$ cat src/hw/rtl/sht_pkg.sv
// Package for the server health tracker: sizes, codes, entry, config and result types.
// No dependencies; every other file of the block uses it.
package sht_pkg;

   localparam int ENTRIES   = 256;
   localparam int TIME_BITS = 40;
   localparam int CNT_BITS  = (ENTRIES > 1) ? $clog2(ENTRIES) : 1;
   localparam int ADDR_BITS = 5;

   localparam logic [16:0] FAIL_MAX = 17'h1FFFF;
   localparam logic [15:0] REC_MAX  = 16'hFFFF;
   localparam logic [7:0]  FLAP_MAX = 8'hFF;

   typedef enum logic [1:0] {
      CMD_CHECK = 2'd0,
      CMD_OK    = 2'd1,
      CMD_FAIL  = 2'd2,
      CMD_FORCE = 2'd3
   } cmd_type;

   typedef enum logic [1:0] {
      EV_NONE = 2'd0,
      EV_DOWN = 2'd1,
      EV_UP   = 2'd2
   } event_type;

   typedef enum logic [2:0] {
      REG_FAIL_THRESHOLD = 3'd0,
      REG_RECOVERY_MIN   = 3'd1,
      REG_COOLDOWN_BASE  = 3'd2,
      REG_COOLDOWN_CAP   = 3'd3,
      REG_BACKOFF_MAX    = 3'd4,
      REG_FLAP_RESET     = 3'd5
   } reg_type;

   typedef struct packed {
      logic                 valid;
      logic [31:0]          id;
      logic [16:0]          failures;
      logic                 down;
      logic [15:0]          recovery;
      logic [TIME_BITS-1:0] cool_end;
      logic [7:0]           flaps;
      logic [TIME_BITS-1:0] since;
   } entry_type;

   typedef struct packed {
      logic [15:0] fail_limit;
      logic [15:0] recovery_min;
      logic [23:0] cooldown_base_ms;
      logic [23:0] cooldown_cap_ms;
      logic [3:0]  backoff_max;
      logic [23:0] flap_reset_ms;
   } cfg_type;

   typedef struct packed {
      logic        status;
      logic [1:0]  event_res;
      logic        probe_due;
      logic        is_down;
      logic [16:0] failures;
      logic [23:0] cool_ms;
      logic [7:0]  flaps;
   } result_type;

endpackage

$ cat src/hw/rtl/sht_cell.sv
// One table cell: holds a single server entry and takes its neighbor's entry on shift.
// Depends on sht_pkg.
module sht_cell import sht_pkg::*; (
   input  logic      clock,
   input  logic      reset,
   input  logic      shift,
   input  entry_type ent_d,
   output entry_type ent_q
);

   entry_type ent_ff;

   assign ent_q = ent_ff;

   // Valid flag clears on reset, payload needs none
   always_ff @(posedge clock) begin
      if (reset) begin
         ent_ff.valid <= 1'b0;
      end else if (shift) begin
         ent_ff <= ent_d;
      end
   end

endmodule

$ cat config.mk
export PLATFORM = sky130hd
export DESIGN_NAME = sht_cell
export DESIGN_NICKNAME = d
export VERILOG_FILES = /design/src/hw/rtl/sht_pkg.sv /design/src/hw/rtl/sht_cell.sv
export SDC_FILE = /design/constraint.sdc
export NUM_CORES = 1
export LEC_CHECK = 0
export BUFFER_PORTS_ARGS = -buffer_cell sky130_fd_sc_hd__buf_2
export CAP_MARGIN = 20
export CORE_AREA = 3 3 121 123
export CTS_CLUSTER_DIAMETER = 150
export CTS_CLUSTER_SIZE = 28
export DETAILED_ROUTE_END_ITERATION = 16
export DIE_AREA = 0 0 124 126
export GPL_TIMING_DRIVEN = 1
export PLACE_DENSITY_LB_ADDON = 0.15
export SYNTH_ARGS = -nofsm -noshare
export SYNTH_HDL_FRONTEND = slang
export SYNTH_SLANG_ARGS = --single-unit
$ cat constraint.sdc
create_clock -name clock -period 9.9 [get_ports clock]
set_input_delay 0.495 -clock clock [delete_from_list [all_inputs] [get_ports clock]]
set_output_delay 0.495 -clock clock [all_outputs]
set_load 0.01 [all_outputs]
# Word-level counts from Yosys, hierarchy flattened
# Index checks and enable logic that the tools add are counted.
[word_totals] register_bits=155 in_bits=158 output_inout_bits=155 word_cells=10
[classes] bitwise_logic=1 reduce_logical=1
[op_table] op="$reduce_and 2->1" count=1
[op_table] op="$not 1->1" count=1

# Depth between registers and ports, before layout
[depth] word_depth=2 depth_mapped=2 mapped_depth_nobuf=2

# Least setup slack after synthesis
# Ideal clock, no wire load.
[synth_timing] path_type="input to register" startpoint="in reset" endpoint="reg ent_ff (netlist bit ent_q[0]) (enable)" setup_ns=0.691 arrival_ns=7.321 required_time_ns=9.209 slack_ns=1.888 stages=1 n_path_buf=0 cell_sequence="nor2b_1"
[synth_between] elab_chain_len=2
[synth_rtl] item="start, declared" line="sht_cell.sv:5" source="input logic reset,"
[synth_rtl] item="$not 1->1 (no line)"
[synth_rtl] item="$reduce_and 2->1 (no line)"
[synth_rtl] item="end signal, assigned" line="sht_cell.sv:20" source="ent_ff <= ent_d;"
[synth_rtl] item="end, declared" line="sht_cell.sv:11" source="entry_type ent_ff;"
# No other way between the ends.
# A chain may end at the register's enable or synchronous reset.

# Final worst setup path
[layout_timing] startpoint="in shift" endpoint="reg ent_ff (netlist bit ent_q[29]) (enable)"
[layout_between] elab_chain_len=1
[layout_rtl] item="start, declared" line="sht_cell.sv:6" source="input logic shift,"
[layout_rtl] item="$reduce_and 2->1 (no line)"
# No other way between the ends.

==> flow_metrics.tcl <==
set metrics [dict create \
    status "finished, final reports clean" \
    syn_avg_cell_area_um2 29.52 \
    clkTransAtPathRegs_ns 0.06 \
    pwr-share-seq_pct 52.8 \
    cts_tree "built" \
    clock_sinks 155 \
    drv_cap 0 \
    fmax_ghz 0.5665 \
    fin_skew_ns 0 \
    place.gp.congestion 0.7315 \
    avgViaCountPerCell 4.087 \
    synth-seq-cells 155 \
    ys_top_cells_by_area "edfxtp_1 (99%), dfxtp_1 (0.43%), mux2i_1 (0.21%), nor2b_1 (0.13%), nor2_1 (0.080%)" \
    cts_root_buffer "clkbuf_16" \
    clk_path_buf_depth 2 \
    hold_viol 0 \
    synth_nets 316 \
    clk_latency_ns 0.40 \
    routed_wl_mm 11.46 \
    p_switching_uw 297.2 \
    route.detailed.drc 0 \
    dr.pass1.iters 4 \
    grt_pass1_vias 2776 \
    yosysMostFrequentCell "edfxtp_1" \
    cts-buffers-inserted 17 \
    yosys_warnings 0 \
    h-tree-depth 4 \
    post_drt_wl_per_cell_um 16.83 \
    crit_type "primary input to flop" \
    rsz0062_at_grt "no" \
    tns_ns 0 \
    setup_ws_ns 8.135 \
    finalSetupViolations 0 \
    grt_antenna_before_repair 0 \
    cts_resized 0 \
    preCtsSetupSlack_ns 7.702 \
    crit_fanout 86 \
    synth_area_mm2 0.004664 \
    die_w_um 124 \
    cp.arrival_ns 1.78 \
    cts_hold_buf 0 \
    power.total_mw 1.481 \
    synth_ff_type "edfxtp_1" \
    ios 313 \
    maxSlewHeadroom_pct 30.41 \
    async_flop_share_pct 0 \
    clkPwrFrac_pct 39.8 \
    swShare_pct 20.07 \
    via_count 2783 \
    internal_power_mw 1.184 \
    ir_worst_vdd_mv 0.1023 \
    p_leak_nw 2.960 \
    period_share_pct 17.83 \
    layout-drive-gt1-share_pct 67.66 \
    fp.coreArea_mm2 0.01377 \
    end_kind "flop" \
    synth.distinct_cells 5 \
    rows 43 \
    die_h_um 126 \
    ys_seq_area_share_pct 99.57 \
    p_comb_share_pct 7.4 \
    worstMarginPinSlew_ns 1.044 \
    grt_max_degree 87 \
    final_nets 649 \
    drtIter0Drc 156 \
    hold_path_class "primary input to flop" \
    synth_edf_count 154 \
    cts_setup_buffers 0 \
    design_area_mm2 0.007010 \
    area_growth_pct 50.29 \
    cp.required_ns 9.92 \
    layout_min_cycle_time_ns 1.765 \
    antennaDiodeCount 0 \
    synth_cells 158 \
    ant_nets 0 \
    slew_violations 0 \
    initial_core_util_pct 33.87 \
    startpoint_type "primary input" \
    power-per-cell-area_mw_per_mm2 211.2 \
    grt.total_usage_pct 14.08 \
    largest_reg_flops 155 \
    synth_commonest_cells "edfxtp_1 (154), dfxtp_1 (1), mux2i_1 (1), nor2_1 (1), nor2b_1 (1)" \
    port_buffers 312 \
    synth_top_area_cell "edfxtp_1" \
    grt_first_pass_wirelength_mm 15.61 \
    final_core_util_pct 50.90 \
    dpl-instance-area_mm2 0.006474 \
    dieArea_mm2 0.01562 \
    synth_top_area_share_pct 99.14 \
    grt_overflow 0 \
]
==> critical path, stage by stage <==
cell     delay [ns]
buf_2          0.10
nor2b_4        0.29
buf_4          0.85
==> final timing paths <==
check             startpoint    endpoint  slack [ns]  cells past startpoint
setup / recovery       shift   ent_q[29]        8.13                      3
hold reg to reg   ent_q[154]  ent_q[154]        0.51                      2
hold / removal     ent_d[48]   ent_q[48]        0.26                      1
setup reg to reg  ent_q[154]  ent_q[154]        9.32                      2
==> power groups by stage <==
stage | Clock [mW] | Sequential [mW] | Combinational, mW
floorplan | 0 | 0.827 | 0.00901
global placement | 0 | 0.794 | 0.112
detailed placement | 0 | 0.795 | 0.113
CTS | 0.608 | 0.782 | 0.113
global route | 0.642 | 0.785 | 0.119
finish | 0.590 | 0.781 | 0.110
==> metal layers <==
| layer | routed length (um) | global-route usage (%) | part of all wire, % |
|---|---|---|---|
| met1 | 3843 | 14.32 | 34 |
| met2 | 5879 | 23.77 | 51 |
| met3 | 1578 | 7.095 | 14 |
| met4 | 160 | 6.765 | 1.4 |
| met5 | 0 | 0 | 0 |
==> cell type report <==
class,count,area (um^2)
Clock inverter,10,103.9
Tap cell,180,225.2
Clock buffer,19,432.9
Fill cell,1224,6763
Timing Repair Buffer,314,1577
Sequential cell,155,4644
Multi-Input combinational cell,3,27.53
==> per-stage QoR <==
step	std cells	hold slack, ns
after floorplan	158	0.5279
after global placement	652	0.4790
after detailed placement	652	0.4890
after CTS	681	0.2315
after global routing	681	0.2301
final	681	0.2589
==> cells in the final DEF, fill, tap and decap left out, drive strengths merged <==
cell,n
buf,314
edfxtp,154
clkbuf,19
clkinv,5
clkinvlp,3
bufinv,2
nor2b,1
mux2i,1
nor2,1
dfxtp,1
==> cells by family after synthesis <==
| group | after synthesis | synth area share (%) |
|---|---|---|
| muxes | 1 | 0.2146 |
| DFF | 155 | 99.57 |
| and+or+nand+nor | 2 | 0.2146 |
No activity file was read; power rests on OpenSTA's default activity.
