$ cat src/hw/rtl/sht_pkg.sv
// Package for the server health tracker: sizes, codes, entry, config and result types.
// No dependencies; every other file of the block uses it.
package sht_pkg;

   localparam int ENTRIES   = 256;
   localparam int TIME_BITS = 40;
   localparam int CNT_BITS  = (ENTRIES > 1) ? $clog2(ENTRIES) : 1;
   localparam int ADDR_BITS = 5;

   localparam logic [16:0] FAIL_MAX = 17'h1FFFF;
   localparam logic [15:0] REC_MAX  = 16'hFFFF;
   localparam logic [7:0]  FLAP_MAX = 8'hFF;

   typedef enum logic [1:0] {
      CMD_CHECK = 2'd0,
      CMD_OK    = 2'd1,
      CMD_FAIL  = 2'd2,
      CMD_FORCE = 2'd3
   } cmd_type;

   typedef enum logic [1:0] {
      EV_NONE = 2'd0,
      EV_DOWN = 2'd1,
      EV_UP   = 2'd2
   } event_type;

   typedef enum logic [2:0] {
      REG_FAIL_THRESHOLD = 3'd0,
      REG_RECOVERY_MIN   = 3'd1,
      REG_COOLDOWN_BASE  = 3'd2,
      REG_COOLDOWN_CAP   = 3'd3,
      REG_BACKOFF_MAX    = 3'd4,
      REG_FLAP_RESET     = 3'd5
   } reg_type;

   typedef struct packed {
      logic                 valid;
      logic [31:0]          id;
      logic [16:0]          failures;
      logic                 down;
      logic [15:0]          recovery;
      logic [TIME_BITS-1:0] cool_end;
      logic [7:0]           flaps;
      logic [TIME_BITS-1:0] since;
   } entry_type;

   typedef struct packed {
      logic [15:0] fail_limit;
      logic [15:0] recovery_min;
      logic [23:0] cooldown_base_ms;
      logic [23:0] cooldown_cap_ms;
      logic [3:0]  backoff_max;
      logic [23:0] flap_reset_ms;
   } cfg_type;

   typedef struct packed {
      logic        status;
      logic [1:0]  event_res;
      logic        probe_due;
      logic        is_down;
      logic [16:0] failures;
      logic [23:0] cool_ms;
      logic [7:0]  flaps;
   } result_type;

endpackage

$ cat src/hw/rtl/sht_csr.sv
// Configuration registers of the server health tracker, APB-style write and read.
// Depends on sht_pkg.
module sht_csr import sht_pkg::*; (
   input  logic                 clock,
   input  logic                 reset,
   input  logic                 psel,
   input  logic                 penable,
   input  logic                 pwrite,
   input  logic [ADDR_BITS-1:0] paddr,
   input  logic [31:0]          pwdata,
   output logic [31:0]          prdata,
   output logic                 pready,
   output cfg_type              cfg
);

   cfg_type cfg_ff, cfg_in;
   logic    wr;
   reg_type idx;

   assign pready = 1'b1;
   assign wr     = psel & penable & pwrite;
   assign idx    = reg_type'(paddr[4:2]);
   assign cfg    = cfg_ff;

   // Decode the write transfer
   always_comb begin
      cfg_in = cfg_ff;
      if (wr) begin
         unique case (idx)
            REG_FAIL_THRESHOLD: cfg_in.fail_limit       = pwdata[15:0];
            REG_RECOVERY_MIN:   cfg_in.recovery_min     = pwdata[15:0];
            REG_COOLDOWN_BASE:  cfg_in.cooldown_base_ms = pwdata[23:0];
            REG_COOLDOWN_CAP:   cfg_in.cooldown_cap_ms  = pwdata[23:0];
            REG_BACKOFF_MAX:    cfg_in.backoff_max      = pwdata[3:0];
            REG_FLAP_RESET:     cfg_in.flap_reset_ms    = pwdata[23:0];
            default:            cfg_in = cfg_ff;
         endcase
      end
   end

   always_ff @(posedge clock) begin
      if (reset) begin
         cfg_ff.fail_limit       <= 16'd6;
         cfg_ff.recovery_min     <= 16'd3;
         cfg_ff.cooldown_base_ms <= 24'd30000;
         cfg_ff.cooldown_cap_ms  <= 24'd480000;
         cfg_ff.backoff_max      <= 4'd4;
         cfg_ff.flap_reset_ms    <= 24'd60000;
      end else begin
         cfg_ff <= cfg_in;
      end
   end

   // Read back the addressed register
   always_comb begin
      unique case (idx)
         REG_FAIL_THRESHOLD: prdata = {16'd0, cfg_ff.fail_limit};
         REG_RECOVERY_MIN:   prdata = {16'd0, cfg_ff.recovery_min};
         REG_COOLDOWN_BASE:  prdata = {8'd0, cfg_ff.cooldown_base_ms};
         REG_COOLDOWN_CAP:   prdata = {8'd0, cfg_ff.cooldown_cap_ms};
         REG_BACKOFF_MAX:    prdata = {28'd0, cfg_ff.backoff_max};
         REG_FLAP_RESET:     prdata = {8'd0, cfg_ff.flap_reset_ms};
         default:            prdata = 32'd0;
      endcase
   end

endmodule

$ cat config.mk
export PLATFORM = sky130hd
export DESIGN_NAME = sht_csr
export DESIGN_NICKNAME = d
export VERILOG_FILES = /design/src/hw/rtl/sht_pkg.sv /design/src/hw/rtl/sht_csr.sv
export SDC_FILE = /design/constraint.sdc
export NUM_CORES = 1
export LEC_CHECK = 0
export BUFFER_PORTS_ARGS = -buffer_cell sky130_fd_sc_hd__buf_2
export CAP_MARGIN = 40
export CORE_MARGIN = 2
export CORE_UTILIZATION = 50
export CTS_CLUSTER_SIZE = 16
export DETAILED_ROUTE_END_ITERATION = 8
export MAX_ROUTING_LAYER = met4
export PLACE_DENSITY = 0.8
export SLEW_MARGIN = 20
export SYNTH_ARGS = -nofsm -noshare
export SYNTH_HDL_FRONTEND = slang
export SYNTH_SLANG_ARGS = --single-unit
export TNS_END_PERCENT = 100
$ cat constraint.sdc
create_clock -name clock -period 3 [get_ports clock]
set_clock_uncertainty 0.2 [all_clocks]
set_input_delay 0.9 -clock clock [delete_from_list [all_inputs] [get_ports clock]]
set_output_delay 0.9 -clock clock [all_outputs]
set_load 0.03 [all_outputs]
After elaboration in Yosys (flattened, before gate mapping)
Cells that the tools add are included.
{"block": "totals", "regBits": 108, "output_inout_bits": 141, "word_cells": 21, "inputBits": 42}
{"block": "classes", "n_eq_ne": 5, "bitwise_logic": 2, "reduce_logical": 7, "muxes": 1}
{"cell": "case mux 24 bit (6 select lines)", "n": 1}
{"cell": "AND reduction 2 bit", "n": 6}
{"cell": "equality test 3 x 2 -> 1 bit (second input constant)", "n": 2}
{"cell": "equality test 3 bit (second input constant)", "n": 2}
{"cell": "equality test 3 x 1 -> 1 bit (second input constant)", "n": 1}
{"cell": "zero test 3 bit", "n": 1}
{"cell": "bitwise AND 1 bit", "n": 2}

Depth between registers and ports, before layout
{"block": "depth", "word_depth": 3, "mapped_depth": 6}

Worst setup path before layout
OpenSTA, ideal clock, no wires.
{"block": "synth_timing", "path_kind": "input port to output port", "from": "in paddr[2]", "to": "out prdata[0]", "path_stages": 5, "path_slack_ps": -295, "arrival_ps": 2195, "t_required_ps": 1900, "path_cell_list": "buf_2 -> or2_1 -> buf_2 -> clkbuf_1 -> o221ai_1"}
{"block": "synth_via", "elab_chain_len": 2, "word_cells_on_any_way": 7, "cone_classes": "eq/ne (5); mux (1); reduce/logical (1)"}
{"element": "from (decl)", "line": "sht_csr.sv:9", "rtl": "input logic [ADDR_BITS-1:0] paddr,"}
{"element": "equality test 3 bit, or another cell as far along", "line": "sht_csr.sv:56", "rtl": "unique case (idx)"}
{"element": "case mux 24 bit (6 select lines) (*)", "line": "sht_csr.sv:56"}
{"element": "to (decl)", "line": "sht_csr.sv:11", "rtl": "output logic [31:0] prdata,"}
Mark *: on every way between the ends. The rest lies on a longest branch, timed or not.

Final worst setup path
{"block": "layout_timing", "from": "in paddr[4]", "to": "out prdata[11]"}
The elaborated chain is that of the path after synthesis.

==> summary.txt <==
Die
  – Initial Util: 51.2%
  – Chip Width: 106 microns
  – Die Y: 106 microns
  – Core region area: 10200 sq um
  – Core Rows: 37
  – Top Ports: 183
  – DIE AREA: 11300 sq um

Critical path
  – Crit. Startpoint: paddr[4]
  – Critical path fanouts, max: 14
  – Arrival @ worst endpoint: 1.90 ns
  – Critical-path cell list: buf_4 > or2_4 > buf_12 > o22ai_1 > a21o_1 > buf_4
  – Required @ worst endpoint: 1.90 ns
  – Slowest stage delay, CP: 0.26 ns
  – CP delay by family, top: buffers and inverters
  – Type of the worst setup path: primary input to output pin
  – Critical Path Most Common Cell: buf_4
  – Worst path slowest cell: or2_4
  – Worst setup SP type: primary input
  – Reg2reg start: cfg[28]
  – Worst Setup End Kind: output pin
  – Worst path bufs/invs: 3

Route
  – Wire per inst: 17.1 microns
  – Initial DRT Pass Iterations: 4
  – Initial drt markers: 190
  – DRC: 0
  – Routed WL: 14800 microns
  – Routed Antenna Nets: 0
  – DR vias: 4662
  – Avg Vias per Cell: 5.38

STA
  – Fin crit period: 3.00 ns
  – Setup total negative slack: 0 ns
  – Final hold slack: 0.297 ns
  – Crit share post-route: 99.9%
  – RSZ-0062 raised after global routing: yes
  – Final setup viols: 0
  – Slew Limit Fails: 0
  – Final hold violations: 0
  – Slew @ Worst Pin: 0.648 ns
  – Worst slew margin: 56.8%
  – Fmax: 334 MHz

Final layout
  – Sequential cell area: 2160 sq um
  – Layout cells sized above 1: 33.0%
  – Non-Filler Instances: 867
  – P&R area growth vs syn: 30.4%
  – Max reg flops: 108
  – Multi-input logic area: 2950 sq um
  – Fill cell count: 882
  – Layout net count: 767

CTS
  – CTS clk-pin slew, worst paths: 0.09 ns
  – Sink Count: 108
  – Worst-skew pair later-pin latency: 0.34 ns
  – CTS tree: yes
  – CTS root buf: clkbuf_8
  – Inserted Clock Buffers: 9
  – Hold-fix buffers at CTS: 0
  – H-tree lvl count: 3
  – CTS Buffer Depth: 2

Power
  – Combinational power share: 14.4%
  – Switching power: 709 uW
  – P_leak: 3.27 nW
  – Int Pwr: 1.96 mW
  – Clock share of power: 31.1%
  – Switching Fraction: 26.6%
  – Pwr Density: 390 nW/um^2
  – Reg power frac: 54.5%
  – Peak VDD IR: 0.215 mV

Hold path
  – Hold wc startpoint: cfg[83]
  – Hold Crit Class: flop to flop

Synthesis
  – Most instantiated cells after synthesis: 112 x mux2i_1, 108 x dfxtp_1, 74 x nand2b_1
  – Syn_area_per_cell: 9.32 sq um
  – Warnings, synthesis: 0
  – FFs w/ async S/R, synth: 0%
  – Post-synth top area share: 41.3%
  – Syn Inst Count: 562
  – Post-synthesis sequential area ratio: 41.3%
  – Cell with the most instances after synthesis: mux2i_1
  – Post-synth EDFFs: 0
  – Primary FF master, synth: dfxtp_1
  – Post-synthesis cell type count: 32
  – Cell area after synthesis: 5240 sq um
  – Top cells by area, synth: dfxtp_1 41%, mux2i_1 21%, nand2b_1 8.8%, o21ai_0 5.7%, nor2b_1 4.3%
  – Synth Register Bits: 108
  – Post-synth top area cell: dfxtp_1

Placed design
  – DP HPWL: 10500 microns
  – PortBufs: 163
  – Gpl congestion: 0.835
  – Dpl cells: 846

Run status
  – Status: complete, no violations

Global routing
  – Largest net degree at the start of global routing: 49
  – GRT Total Usage: 26.5%
  – Number of global-route vias before repair: 4559
  – Antenna violations before repair: 1
  – Total gr overflow: 0
  – Global-route wire length before repair: 23300 microns

Job
  – MaxCap Viol Count: 0
-- cell type report --
class / count / area share [%]
sequential: 108 / 31.6
inverter: 1 / 0.0549
clock buffer: 12 / 2.27
tap: 136 / 2.49
antenna: 1 / 0.0366
timing repair buffer: 200 / 19.8
multi-input combinational: 405 / 43.2
clock inverter: 4 / 0.494
-- power by group through the flow --
| stage | Sequential, mW | Combinational, mW | Clock (mW) |
|---|---|---|---|
| final | 1.45 | 0.384 | 0.829 |
| after global routing | 1.45 | 0.408 | 0.907 |
| after CTS | 1.45 | 0.365 | 0.853 |
| after detailed placement | 1.48 | 0.341 | 0 |
| after global placement | 1.48 | 0.333 | 0 |
| after floorplan | 1.50 | 0.214 | 0 |
-- worst paths after layout --
check	end	cells past startpoint	slack, ns
worst max register to register	cfg[28]	3	1.97
worst min-delay path	cfg[83]	2	0.30
worst min register to register	cfg[83]	2	0.30
worst max-delay path	prdata[11]	6	0.003
-- layout by cell type (no fill, tap or decap), drive strengths merged --
cell type and n:
buf 198, mux2i 112, dfxtp 108, nand2b 74, o21ai 68, nor2 46, nor2b 36, clkbuf 14
o2bb2ai 12, a21o 12, conb 9, o22ai 8, mux2 5, nand2 5, nor3 4, o221ai 3
clkinv 3, or2 3, diode 1, inv 1, a22oi 1, a221oi 1, a21oi 1, and4b 1
and2b 1, nand4 1, nand3b 1, nand3 1, clkinvlp 1
-- metal layers --
metal | global-route usage (%) | part of all wire (%)
met1 | 33.2 | 43
met2 | 45.0 | 50
met3 | 4.60 | 6.2
met4 | 5.73 | 1.1
met5 | - | 0
-- worst min-delay path, stage by stage (launching register included) --
cell,delay [ns]
dfxtp_1,0.33
nand2b_1,0.07
mux2i_1,0.06
-- cell families after synthesis --
group           synth area share (%)
simple gates                    18.4
mux                             22.5
flops                           41.3
compound gates                  12.1
buf+inv                         5.68
other cells                    0.143
-- per-stage QoR --
stage                     total power [mW]  setup WS (ns)  utilization [%]  area, sq um
final                                 2.66        0.00330             66.8         6830
after global routing                  2.77        -0.0230             66.8         6830
after CTS                             2.67       0.000223             65.7         6720
after detailed placement              1.83         -0.118             62.2         6360
after global placement                1.82        -0.0779             62.1         6350
after floorplan                       1.72         -0.101                -         5340
-- timing repair --
action / CTS / global route
endpoints found under the setup margin: 24 / 21
pin swaps: 0 / 1
resized for setup: 37 / 18
gates cloned: 2 / 1
setup buffers: 0 / 1
No activity file was read; power rests on OpenSTA's default activity.
