===== src/hw/rtl/sht_pkg.sv =====
// Package for the server health tracker: sizes, codes, entry, config and result types.
// No dependencies; every other file of the block uses it.
package sht_pkg;

   localparam int ENTRIES   = 256;
   localparam int TIME_BITS = 40;
   localparam int CNT_BITS  = (ENTRIES > 1) ? $clog2(ENTRIES) : 1;
   localparam int ADDR_BITS = 5;

   localparam logic [16:0] FAIL_MAX = 17'h1FFFF;
   localparam logic [15:0] REC_MAX  = 16'hFFFF;
   localparam logic [7:0]  FLAP_MAX = 8'hFF;

   typedef enum logic [1:0] {
      CMD_CHECK = 2'd0,
      CMD_OK    = 2'd1,
      CMD_FAIL  = 2'd2,
      CMD_FORCE = 2'd3
   } cmd_type;

   typedef enum logic [1:0] {
      EV_NONE = 2'd0,
      EV_DOWN = 2'd1,
      EV_UP   = 2'd2
   } event_type;

   typedef enum logic [2:0] {
      REG_FAIL_THRESHOLD = 3'd0,
      REG_RECOVERY_MIN   = 3'd1,
      REG_COOLDOWN_BASE  = 3'd2,
      REG_COOLDOWN_CAP   = 3'd3,
      REG_BACKOFF_MAX    = 3'd4,
      REG_FLAP_RESET     = 3'd5
   } reg_type;

   typedef struct packed {
      logic                 valid;
      logic [31:0]          id;
      logic [16:0]          failures;
      logic                 down;
      logic [15:0]          recovery;
      logic [TIME_BITS-1:0] cool_end;
      logic [7:0]           flaps;
      logic [TIME_BITS-1:0] since;
   } entry_type;

   typedef struct packed {
      logic [15:0] fail_limit;
      logic [15:0] recovery_min;
      logic [23:0] cooldown_base_ms;
      logic [23:0] cooldown_cap_ms;
      logic [3:0]  backoff_max;
      logic [23:0] flap_reset_ms;
   } cfg_type;

   typedef struct packed {
      logic        status;
      logic [1:0]  event_res;
      logic        probe_due;
      logic        is_down;
      logic [16:0] failures;
      logic [23:0] cool_ms;
      logic [7:0]  flaps;
   } result_type;

endpackage


===== src/hw/rtl/sht_update.sv =====
// Head-of-chain update: applies one event to the matching entry and forms the result.
// Depends on sht_pkg.
module sht_update import sht_pkg::*; (
   input  cfg_type              cfg,
   input  cmd_type              cmd,
   input  logic [TIME_BITS-1:0] now,
   input  entry_type            ent_in,
   output entry_type            ent_out,
   output result_type           res
);

   logic [15:0]          rthr;
   logic [15:0]          rec_inc;
   logic [17:0]          fsum;
   logic [16:0]          fsat;
   logic [16:0]          inc;
   logic [3:0]           expo;
   logic [38:0]          cd_raw;
   logic [23:0]          cd;
   logic [TIME_BITS:0]   until_sum;
   logic [TIME_BITS-1:0] elapsed;
   logic                 trip;

   // Shared arithmetic for the event
   always_comb begin
      rthr    = ((cfg.fail_limit >> 1) < cfg.recovery_min) ? cfg.recovery_min
                                                          : (cfg.fail_limit >> 1);
      rec_inc = (ent_in.recovery == REC_MAX) ? REC_MAX : ent_in.recovery + 16'd1;
      inc     = (cmd == CMD_FORCE) ? {1'b0, cfg.fail_limit} : 17'd1;
      fsum    = {1'b0, ent_in.failures} + {1'b0, inc};
      fsat    = fsum[17] ? FAIL_MAX : fsum[16:0];
      trip    = {1'b0, fsat} >= {2'b00, cfg.fail_limit};
      expo    = (ent_in.flaps < {4'd0, cfg.backoff_max}) ? ent_in.flaps[3:0]
                                                         : cfg.backoff_max;
      cd_raw  = {15'd0, cfg.cooldown_base_ms} << expo;
      cd      = (cd_raw > {15'd0, cfg.cooldown_cap_ms}) ? cfg.cooldown_cap_ms
                                                        : cd_raw[23:0];
      until_sum = {1'b0, now} + {{(TIME_BITS-23){1'b0}}, cd};
      elapsed = now - ent_in.since;
   end

   // Apply the command
   always_comb begin
      ent_out = ent_in;
      res     = '0;
      unique case (cmd)
         CMD_CHECK: begin
            res.probe_due = !(ent_in.down && (ent_in.cool_end > now));
         end
         CMD_OK: begin
            ent_out.failures = '0;
            if (ent_in.down) begin
               if (rec_inc >= rthr) begin
                  ent_out.recovery = '0;
                  ent_out.since    = now;
                  ent_out.down     = 1'b0;
                  res.event_res    = EV_UP;
               end else begin
                  ent_out.recovery = rec_inc;
               end
            end else if ((ent_in.flaps != 8'd0) && (ent_in.since != '0) &&
                         (elapsed > {{(TIME_BITS-24){1'b0}}, cfg.flap_reset_ms})) begin
               ent_out.flaps = '0;
            end
         end
         CMD_FAIL, CMD_FORCE: begin
            ent_out.recovery = '0;
            if ((cmd == CMD_FORCE) || !ent_in.down) begin
               ent_out.down = 1'b0;
               if (trip) begin
                  ent_out.failures = '0;
                  ent_out.cool_end = until_sum[TIME_BITS] ? {TIME_BITS{1'b1}}
                                                          : until_sum[TIME_BITS-1:0];
                  ent_out.flaps    = (ent_in.flaps == FLAP_MAX) ? FLAP_MAX
                                                                : ent_in.flaps + 8'd1;
                  ent_out.down     = 1'b1;
                  res.event_res    = EV_DOWN;
                  res.cool_ms      = cd;
               end else begin
                  ent_out.failures = fsat;
               end
            end
         end
         default: ent_out = ent_in;
      endcase
      res.is_down  = ent_out.down;
      res.failures = ent_out.failures;
      res.flaps    = ent_out.flaps;
   end

endmodule


===== config.mk =====
export PLATFORM = sky130hd
export DESIGN_NAME = sht_update
export DESIGN_NICKNAME = d
export VERILOG_FILES = /design/src/hw/rtl/sht_pkg.sv /design/src/hw/rtl/sht_update.sv
export SDC_FILE = /design/constraint.sdc
export NUM_CORES = 1
export LEC_CHECK = 0
export ABC_AREA = 1
export BUFFER_PORTS_ARGS = -buffer_cell sky130_fd_sc_hd__clkbuf_2
export CAP_MARGIN = 20
export CORE_AREA = 2 2 202 204
export DETAILED_ROUTE_END_ITERATION = 12
export DIE_AREA = 0 0 204 206
export GPL_TIMING_DRIVEN = 0
export PLACE_DENSITY = 0.59
export SLEW_MARGIN = 15
export SYNTH_ARGS = -nofsm -noshare
export SYNTH_HDL_FRONTEND = slang
export SYNTH_SLANG_ARGS = --single-unit

===== constraint.sdc =====
create_clock -name vclk -period 12.9
set_input_delay 0.645 -clock vclk [all_inputs]
set_output_delay 0.645 -clock vclk [all_outputs]
set_load 0.05 [all_outputs]

======== Word level (Yosys, flattened, before mapping) ========
Index checks and enable logic that the tools add are counted.
storage, ports and cells
  output and inout port bits .............. 209
  input port bits ......................... 305
  logic and storage cells ................. 61
  register bits after elaboration ......... 0
cells by class
  multiplexer cells ....................... 33
  equal/unequal tests ..................... 5
  reduce and logical (&&, ||, !) cells .... 10
  shift operators ......................... 1
  order comparisons ....................... 7
  $add $sub $neg .......................... 5
operators by type and width
  kind                   number
  $mux 40                5
  $mux 24                4
  $mux 48                2
  $pmux 34 s2            1
  $mux 16                4
  $mux 17                3
  $add 40x24->41         1
  $gt 40x24->1           1
  $gt 40x40->1           1
  $reduce_bool 40->1     1
  $sub 40x40->40         1
  $gt 39x24->1           1
  $shl 24x4->39          1
  $mux 8                 3
  $add 17x16->18         1
  $mux 18                1
  $ge 17x16->1           1
  $add 16x1->16 const B  1
  $eq 16x16->1 const B   1
  $ge 16x16->1           1
  $lt 15x16->1           1
  $pmux 8 s2             1
  $add 8x1->8 const B    1
  $eq 8x8->1 const B     1
  other kinds (13)       22

======== Depth between registers and ports, before layout ========
Gate-level depths: netlist (run 1).
  depth in word-level cells ............... 10
  mapped depth ............................ 52
  gate-level depth less buffers ........... 49

======== Worst setup path after synthesis (run 1) ========
No wires, ideal clock.
  kind .................................... input port to output port
  start point ............................. in cfg[27] (netlist name)
  end point ............................... out ent_out[50] (netlist name)
  required time ........................... 12.255 ns
  path buffers ............................ 3
  slack ................................... 5.515 ns
  arrival time ............................ 6.740 ns
  stages .................................. 45
  path through ............................ inv_1 > ha_1 > a21oi_1 > nand3_4 > nand2_4 > nand2_2 > buf_6 > buf_6 > nand2_1 > o21ai_1 > nand2_1 > o21ai_1 > or2_0 > or2_1 > inv_1 > ha_1 > a21oi_1 > o31ai_1 > (+9 left out) > nand2_1 > inv_1 > ha_1 > inv_1 > fa_1 > nand3b_1 > nand2_1 > a21oi_1 > inv_1 > nand2_1 > inv_1 > or2_2 > nand2_1 > nor2_1 > nand2_1 > inv_1 > nor2_1 > a2bb2oi_1
RTL lines
  item                RTL line         RTL
  start: declaration  sht_update.sv:4  input cfg_type cfg,
  end: declaration    sht_update.sv:8  output entry_type ent_out,

==> results.sh, run 1 <==
export IMPL_status="finished clean"
export IMPL_area_growth_pct=22.2
export IMPL_hold_class="in -> out"
export IMPL_syn_area_um2=13800
export IMPL_crit_slowest_cell="o21ai_0"
export IMPL_antenna_found_initial=2
export IMPL_cpLargestDelayFamily="simple AND/OR/NAND/NOR gates"
export IMPL_netlist_instances=2606
export IMPL_ctsHoldBuffers=0
export IMPL_final_common_cell="nand2_1"
export IMPL_die_w_um=204
export IMPL_regArea_um2=0
export IMPL_synth_warnings=0
export IMPL_die_y_um=206
export IMPL_start_kind="primary input"
export IMPL_grt_max_degree=11
export IMPL_final_hold_viol_count=0
export IMPL_synth_nets=3134
export IMPL_routed_wl_um=67800
export IMPL_drive_gt1_share_pct=19.1
export IMPL_drt_iter0_markers=1168
export IMPL_grt_pass1_wl_um=100000
export IMPL_maxSlewViolCount=0
export IMPL_dr_pass1_iters=6
export IMPL_syn_area_per_cell_um2=5.31
export IMPL_whs_endpoint="ent_out[139]"
export IMPL_drv_cap=0
export IMPL_rsz0062_at_grt="no"
export IMPL_dieArea_um2=42000
export IMPL_coreArea_um2=40200
export IMPL_grt_total_usage_pct=30.5
export IMPL_gp_congestion=1.01
export IMPL_leakage_nw=10.1
export IMPL_max_freq_ghz=0.105
export IMPL_post_route_period_util_pct=74.0
export IMPL_ir_drop_uv=42.8
export IMPL_rows=74
export IMPL_crit_type="in -> out"
export IMPL_min_from="ent_in[139]"
export IMPL_synth_top_area_share_pct=19.9
export IMPL_worstPathArrival_ps=8900
export IMPL_slew_headroom_pct=35.0
export IMPL_ant_nets=0
export IMPL_layout_nets=3616
export IMPL_ys_seq_area_share_pct=0
export IMPL_finalInstanceArea_um2=16900
export IMPL_synth_area_leaders="ha_1 (20%), nand2_1 (18%), inv_1 (12%)"
export IMPL_slowest_delay_ps=450
export IMPL_portBuffers=480
export IMPL_end_kind="primary output"
export IMPL_cts_resized=0
export IMPL_finalSetupTns_ps=0
export IMPL_worst_pin_slew_ps=966
export IMPL_placed_cell_area_um2=16900
export IMPL_ios=514
export IMPL_synth_cell_type_count=56
export IMPL_routedWlPerCell_um=18.7
export IMPL_fill_cells=4742
export IMPL_period_needed_ps=9540
export IMPL_crit_buf_inv=13
export IMPL_via_per_inst=5.20
export IMPL_antenna_cells=0
export IMPL_dp_hpwl_um=61100
export IMPL_grt_pass1_vias=17600
export IMPL_drc=0
export IMPL_whs_path_depth=2
export IMPL_synth_area_leader_cell="ha_1"
export IMPL_route_vias_total=18800
export IMPL_cts_setup_buffers=0
export IMPL_start_util_pct=34.4
export IMPL_nClkBuffers=0
export IMPL_cp_max_fo=10
export IMPL_p_per_area_nw_per_um2=61.8
export IMPL_gr_total_overflow=0
export IMPL_setup_viol=0
export IMPL_crit_required_ps=12260
export IMPL_final_cell_mix="nand2_1 (665), clkbuf_2 (480), inv_1 (455)"
export IMPL_multi_input_area_um2=11400
export IMPL_seq_cells=0
[Yosys cell counts (all sizes together) (4+ instances only)]
library cell	number
xnor2	21
inv	462
a31oi	8
buf	82
a21o	5
xor2	58
a21boi	5
nand3b	5
nand2	671
o22ai	41
nor4	26
nand3	174
nor3	29
ha	220
clkinv	4
nand4	34
nor2	263
or2	10
o21ai	209
o211ai	4
a22oi	17
clkbuf	34
o21bai	6
a21oi	187
[power by group]
group / switching (mW) / internal [mW]
registers: 0 / 0
logic: 0.737 / 0.308
clock network: 0 / 0
[routing by layer]
metal	global-route usage, %	vias up	wire [um]
li1	-	9411	-
met1	39.1	8550	29100
met2	55.2	773	32400
met3	3.69	85	4930
met4	5.33	4	1350
met5	0	-	26
[through the flow]
step	total power, mW	util (%)	setup WS [ps]	hold WS [ps]	std cells
3_3_place_gp	1.02	42.1	3750	1620	3618
6_report	1.05	42.1	3360	1620	3618
2_1_floorplan	0.724	-	5510	1460	2606
4_1_cts	1.04	42.1	3590	1620	3618
3_5_place_dp	1.03	42.1	3600	1620	3618
5_1_grt	1.14	42.1	2640	1620	3618
[how the worst max path moves through the flow]
stage,start,depth (start not counted),end,slack (ps)
2_1_floorplan,cfg[27],45,ent_out[50],5510
3_3_place_gp,cfg[27],47,ent_out[52],3750
3_5_place_dp,cfg[27],43,ent_out[52],3600
4_1_cts,cfg[27],43,ent_out[52],3590
5_1_grt,cfg[27],43,ent_out[54],2640
6_report,cfg[27],47,ent_out[55],3360
[area by class of cell]
| type | count | share of cell area [%] |
|---|---|---|
| Inverter | 466 | 10.3 |
| Buffer | 116 | 4.24 |
| Tap cell | 532 | 3.94 |
| Multi-Input combinational cell | 2024 | 67.3 |
| Timing Repair Buffer | 480 | 14.2 |
[logic make-up after synthesis]
logic type	after synthesis	share of synthesized area [%]
compound gates	503	19.9
other cells	1	0.0271
fa+ha+maj	223	20.3
buf+inv	582	17.8
xor+xnor	79	5.00
simple gates	1218	36.9
Note: power is estimated with default switching activity, not from simulation.
==> run 2: changes to the inputs <==
--- a/config.mk
+++ b/config.mk
@@ -8,11 +8,11 @@
 export ABC_AREA = 1
 export BUFFER_PORTS_ARGS = -buffer_cell sky130_fd_sc_hd__clkbuf_2
 export CAP_MARGIN = 20
-export CORE_AREA = 2 2 202 204
+export CORE_AREA = 2 2 200 202
 export DETAILED_ROUTE_END_ITERATION = 12
-export DIE_AREA = 0 0 204 206
+export DIE_AREA = 0 0 202 204
 export GPL_TIMING_DRIVEN = 0
-export PLACE_DENSITY = 0.59
+export PLACE_DENSITY = 0.62
 export SLEW_MARGIN = 15
 export SYNTH_ARGS = -nofsm -noshare
 export SYNTH_HDL_FRONTEND = slang
==> constraint.sdc (replaced) <==
create_clock -name vclk -period 8.1
set_input_delay 0.405 -clock vclk [all_inputs]
set_output_delay 0.405 -clock vclk [all_outputs]
set_load 0.05 [all_outputs]
==> run 2 against run 1 <==
Die area down 1.9%. Flip-flop and latch count unchanged. Via count is 1.1% higher. Critical path type unchanged. Highest routed layer is now met4.
==> results.sh, run 2 (synthesis gave the netlist of run 1 again) <==
export IMPL_cpLargestDelayFamily="simple AND/OR/NAND/NOR gates"
export IMPL_regArea_um2=0
export IMPL_slew_headroom_pct=33.5
export IMPL_cp_max_fo=10
export IMPL_p_per_area_nw_per_um2=98.3
export IMPL_slowest_delay_ps=420
export IMPL_seq_cells=0
export IMPL_worstPathArrival_ps=7260
export IMPL_place_ws_ps=-792
export IMPL_via_per_inst=5.24
export IMPL_layout_setup_ws_ps=432
export IMPL_ios=514
export IMPL_end_kind="primary output"
export IMPL_routedWlPerCell_um=18.4
export IMPL_whs_endpoint="ent_out[140]"
export IMPL_period_needed_ps=7670
export IMPL_die_y_um=204
export IMPL_layout_nets=3629
export IMPL_grt_total_usage_pct=30.6
export IMPL_maxSlewViolCount=0
export IMPL_crit_type="in -> out"
export IMPL_dp_hpwl_um=60000
export IMPL_dr_pass1_iters=8
export IMPL_path_depth=48
export IMPL_drive_gt1_share_pct=20.5
export IMPL_gr_total_overflow=0
export IMPL_crit_path_frequent_cell="nand2_1"
export IMPL_whs_path_depth=2
export IMPL_max_freq_ghz=0.130
export IMPL_drc=0
export IMPL_gp_congestion=1.04
export IMPL_grt_max_degree=11
export IMPL_hold_class="in -> out"
export IMPL_rows=73
export IMPL_grt_pass1_vias=18000
export IMPL_crit_slowest_cell="fa_1"
export IMPL_finalSetupTns_ps=0
export IMPL_start_util_pct=35.3
export IMPL_ctsHoldBuffers=0
export IMPL_ant_nets=0
export IMPL_crit_buf_inv=13
export IMPL_portBuffers=480
export IMPL_ir_drop_uv=70.8
export IMPL_antenna_found_initial=5
export IMPL_final_hold_viol_count=0
export IMPL_grt_pass1_wl_um=99500
export IMPL_start_kind="primary input"
export IMPL_drt_iter0_markers=1335
export IMPL_min_from="ent_in[140]"
export IMPL_leakage_nw=10.3
export IMPL_coreArea_um2=39200
export IMPL_setup_viol=0
export IMPL_die_w_um=202
export IMPL_nClkBuffers=0
export IMPL_worst_pin_slew_ps=988
export IMPL_routed_wl_um=66900
export IMPL_drv_cap=0
export IMPL_fill_cells=4489
export IMPL_final_common_cell="nand2_1"
export IMPL_post_route_period_util_pct=94.7
export IMPL_status="finished clean"
export IMPL_route_vias_total=19000
export IMPL_final_cell_mix="nand2_1 (659), inv_1 (455), clkbuf_2 (452)"
export IMPL_dieArea_um2=41200
export IMPL_area_growth_pct=24.9
export IMPL_crit_required_ps=7700
## run 2: changes by cell type in the layout (fill, tap and decap cells not counted), sizes merged
cell	before	now
buf	82	99
clkbuf	514	510
diode	0	5
## run 2: worst max-delay path by stage
stage	startpoint	to	slack, ps
after global placement	ent_in[43]	ent_out[84]	-730
after floorplan	cfg[27]	ent_out[50]	1190
after detailed placement	ent_in[43]	ent_out[85]	-790
after global routing	ent_in[41]	ent_out[63]	-130
after CTS	ent_in[43]	ent_out[76]	2
final	ent_in[41]	ent_out[63]	430
## run 2: power breakdown
group | internal [mW] | switching, mW | leakage [nW] | total [mW]
Clock | 0.0000000826 | 0 | 0.0000317 | 0.0000000826
Sequential | 0 | 0 | 0 | 0
Combinational | 0.512 | 1.19 | 10.3 | 1.70
## run 2: metal layers
metal / global-route usage [%] / vias to the layer above / share of wire [%]
met3: 3.62 / 133 / 7.3
met2: 54.7 / 796 / 48
li1: - / 9451 / -
met5: 0 / - / 0
met1: 38.3 / 8643 / 42
met4: 8.93 / 0 / 3.3
## run 2: cell type report
type                       instances  area [um2]  area share [%]
timing repair buffer             493        2560            14.8
buffer                           116         742            4.29
inverter                         466        1750            10.1
antenna                            5        12.5          0.0724
tap                              525         657            3.80
multi-input combinational       2024       11600            66.9
## run 2: timing repair
item | CTS | global route
gates cloned | 0 | 1
endpoints found under the setup margin | 40 | 40
hold endpoints to repair | 0 | 0
setup buffers | 1 | 11
pin swaps | 1 | 9
resized for setup | 19 | 116
## run 2: metrics by stage
step	area (um2)	power, mW	instances	utilization, %	hold WS [ps]
after floorplan	13800	1.15	2606	-	977
after global placement	16900	1.63	3611	43.1	1140
after detailed placement	16900	1.64	3611	43.1	1140
after CTS	17000	1.66	3612	43.3	1140
after global routing	17300	1.85	3627	44.1	1140
final	17300	1.70	3629	44.1	1140
==> run 3: changes to the inputs <==
--- a/config.mk
+++ b/config.mk
@@ -12,7 +12,7 @@
 export DETAILED_ROUTE_END_ITERATION = 12
 export DIE_AREA = 0 0 202 204
 export GPL_TIMING_DRIVEN = 0
-export PLACE_DENSITY = 0.62
+export PLACE_DENSITY = 0.69
 export SLEW_MARGIN = 15
 export SYNTH_ARGS = -nofsm -noshare
 export SYNTH_HDL_FRONTEND = slang
==> run 3 against run 2 <==
Die area did not move. Hold slack about the same. Design area is 1.0% lower. Setup slack got worse by 72 ps. Core utilization down 0.44 points. First-iteration DRC count grew 11%. Highest routed layer is now met5. Critical path type unchanged.
==> results.sh, run 3 (synthesis gave the netlist of run 1 again) <==
export IMPL_cp_max_fo=10
export IMPL_area_growth_pct=23.6
export IMPL_drc=0
export IMPL_status="finished clean"
export IMPL_worst_pin_slew_ps=919
export IMPL_met3_usage_pct=3.60
export IMPL_die_y_um=204
export IMPL_grt_pass1_wl_um=95400
export IMPL_slew_headroom_pct=38.1
export IMPL_final_cell_mix="nand2_1 (662), clkbuf_2 (465), inv_1 (455)"
export IMPL_gr_usage_met2_pct=52.5
export IMPL_dp_hpwl_um=56700
export IMPL_portBuffers=480
export IMPL_nClkBuffers=0
export IMPL_end_kind="primary output"
export IMPL_grt_total_usage_pct=29.1
export IMPL_gp_congestion=1.05
export IMPL_rows=73
export IMPL_post_route_util_pct=43.7
export IMPL_ctsHoldBuffers=0
export IMPL_layout_setup_ws_ps=360
export IMPL_gr_usage_met1_pct=36.7
export IMPL_place_ws_ps=-491
export IMPL_seq_cells=0
export IMPL_whs_endpoint="ent_out[140]"
export IMPL_antenna_found_initial=3
export IMPL_routedWlPerCell_um=17.5
export IMPL_worstPathArrival_ps=7330
export IMPL_start_kind="primary input"
export IMPL_max_freq_ghz=0.129
export IMPL_drt_iter0_markers=1481
export IMPL_ant_nets=0
export IMPL_drv_cap=0
export IMPL_drive_gt1_share_pct=20.0
export IMPL_hold_class="in -> out"
export IMPL_slowest_delay_ps=360
export IMPL_maxSlewViolCount=0
export IMPL_final_hold_viol_count=0
export IMPL_dieArea_um2=41200
export IMPL_p_per_area_nw_per_um2=96.9
export IMPL_routed_wl_um=63500
export IMPL_regArea_um2=0
export IMPL_post_route_period_util_pct=95.6
export IMPL_final_common_cell="nand2_1"
export IMPL_busiest_layer="met2"
export IMPL_via_per_inst=5.17
export IMPL_grt_max_degree=11
export IMPL_whs_path_depth=2
export IMPL_start_util_pct=35.3
export IMPL_die_w_um=202
export IMPL_leakage_nw=10.2
export IMPL_crit_type="in -> out"
export IMPL_coreArea_um2=39200
export IMPL_period_needed_ps=7740
export IMPL_crit_path_frequent_cell="nand2_1"
export IMPL_crit_required_ps=7700
export IMPL_ir_drop_uv=69.5
export IMPL_setup_viol=0
export IMPL_grt_pass1_vias=17400
export IMPL_hold_ws_ps=1140
export IMPL_layout_nets=3621
export IMPL_crit_slowest_cell="ha_1"
export IMPL_gr_total_overflow=0
export IMPL_route_vias_total=18700
export IMPL_ios=514
export IMPL_min_from="ent_in[140]"
export IMPL_dr_pass1_iters=7
-- run 3: cell count changes in the layout (fill, tap and decap cells not counted), moves of 2 or more --
cell / delta
buf_2: +5
buf_4: -8
clkbuf_2: +13
clkbuf_4: -19
nand2_1: +3
nand2_4: -2
nor4_1: +2
nor4_2: -2
o21ai_0: +3
o21ai_1: -2
-- run 3: per-stage QoR --
stage                     cell area [um2]  cells  TNS [ps]  power, mW
after floorplan                     13800   2606         0       1.15
after global placement              16900   3611    -13060       1.61
after detailed placement            16900   3611    -12580       1.61
after CTS                           16900   3611         0       1.62
after global routing                17100   3618      -176       1.81
final                               17100   3620         0       1.66
-- run 3: power breakdown --
part | internal, mW | total (mW) | switching (mW) | leakage (nW)
clock | 0.0000000665 | 0.0000000665 | 0 | 0.0000254
combinational | 0.501 | 1.66 | 1.16 | 10.2
sequential | 0 | 0 | 0 | 0
-- run 3: area by class of cell --
class	count	area [um2]
fillers	4537	22100
multi-input cells	2025	11500
diodes	4	10.0
plain buffers	116	734
repair buffers	484	2450
inverters	466	1750
well taps	525	657
-- run 3: worst max-delay path: cells and delay by family --
family | cells | cell delay, ps
fa+ha+maj | 3 | 970
buf+inv | 9 | 1100
simple gates | 24 | 3180
compound gates | 9 | 1620
-- run 3: what timing repair did --
item / 4_1_cts / 5_1_grt
hold endpoints to repair: 0 / 0
resized for setup: 9 / 78
pin swaps: 0 / 7
endpoints found under the setup margin: 40 / 40
gates cloned: 0 / 1
setup buffers: 0 / 4
-- run 3: per-layer routing --
layer,up-vias,wire length [um]
li1,9443,-
met1,8288,26500
met2,872,30000
met3,95,5210
met4,2,1800
met5,-,10
-- run 3: worst max-delay path by stage --
stage,startpoint,end,slack [ps],cells past startpoint
after floorplan,cfg[27],ent_out[50],1190,45
after global placement,ent_in[43],ent_out[51],-510,42
after detailed placement,ent_in[43],ent_out[51],-490,42
after CTS,ent_in[43],ent_out[51],30,48
after global routing,ent_in[43],ent_out[85],-40,43
final,ent_in[43],ent_out[85],360,45
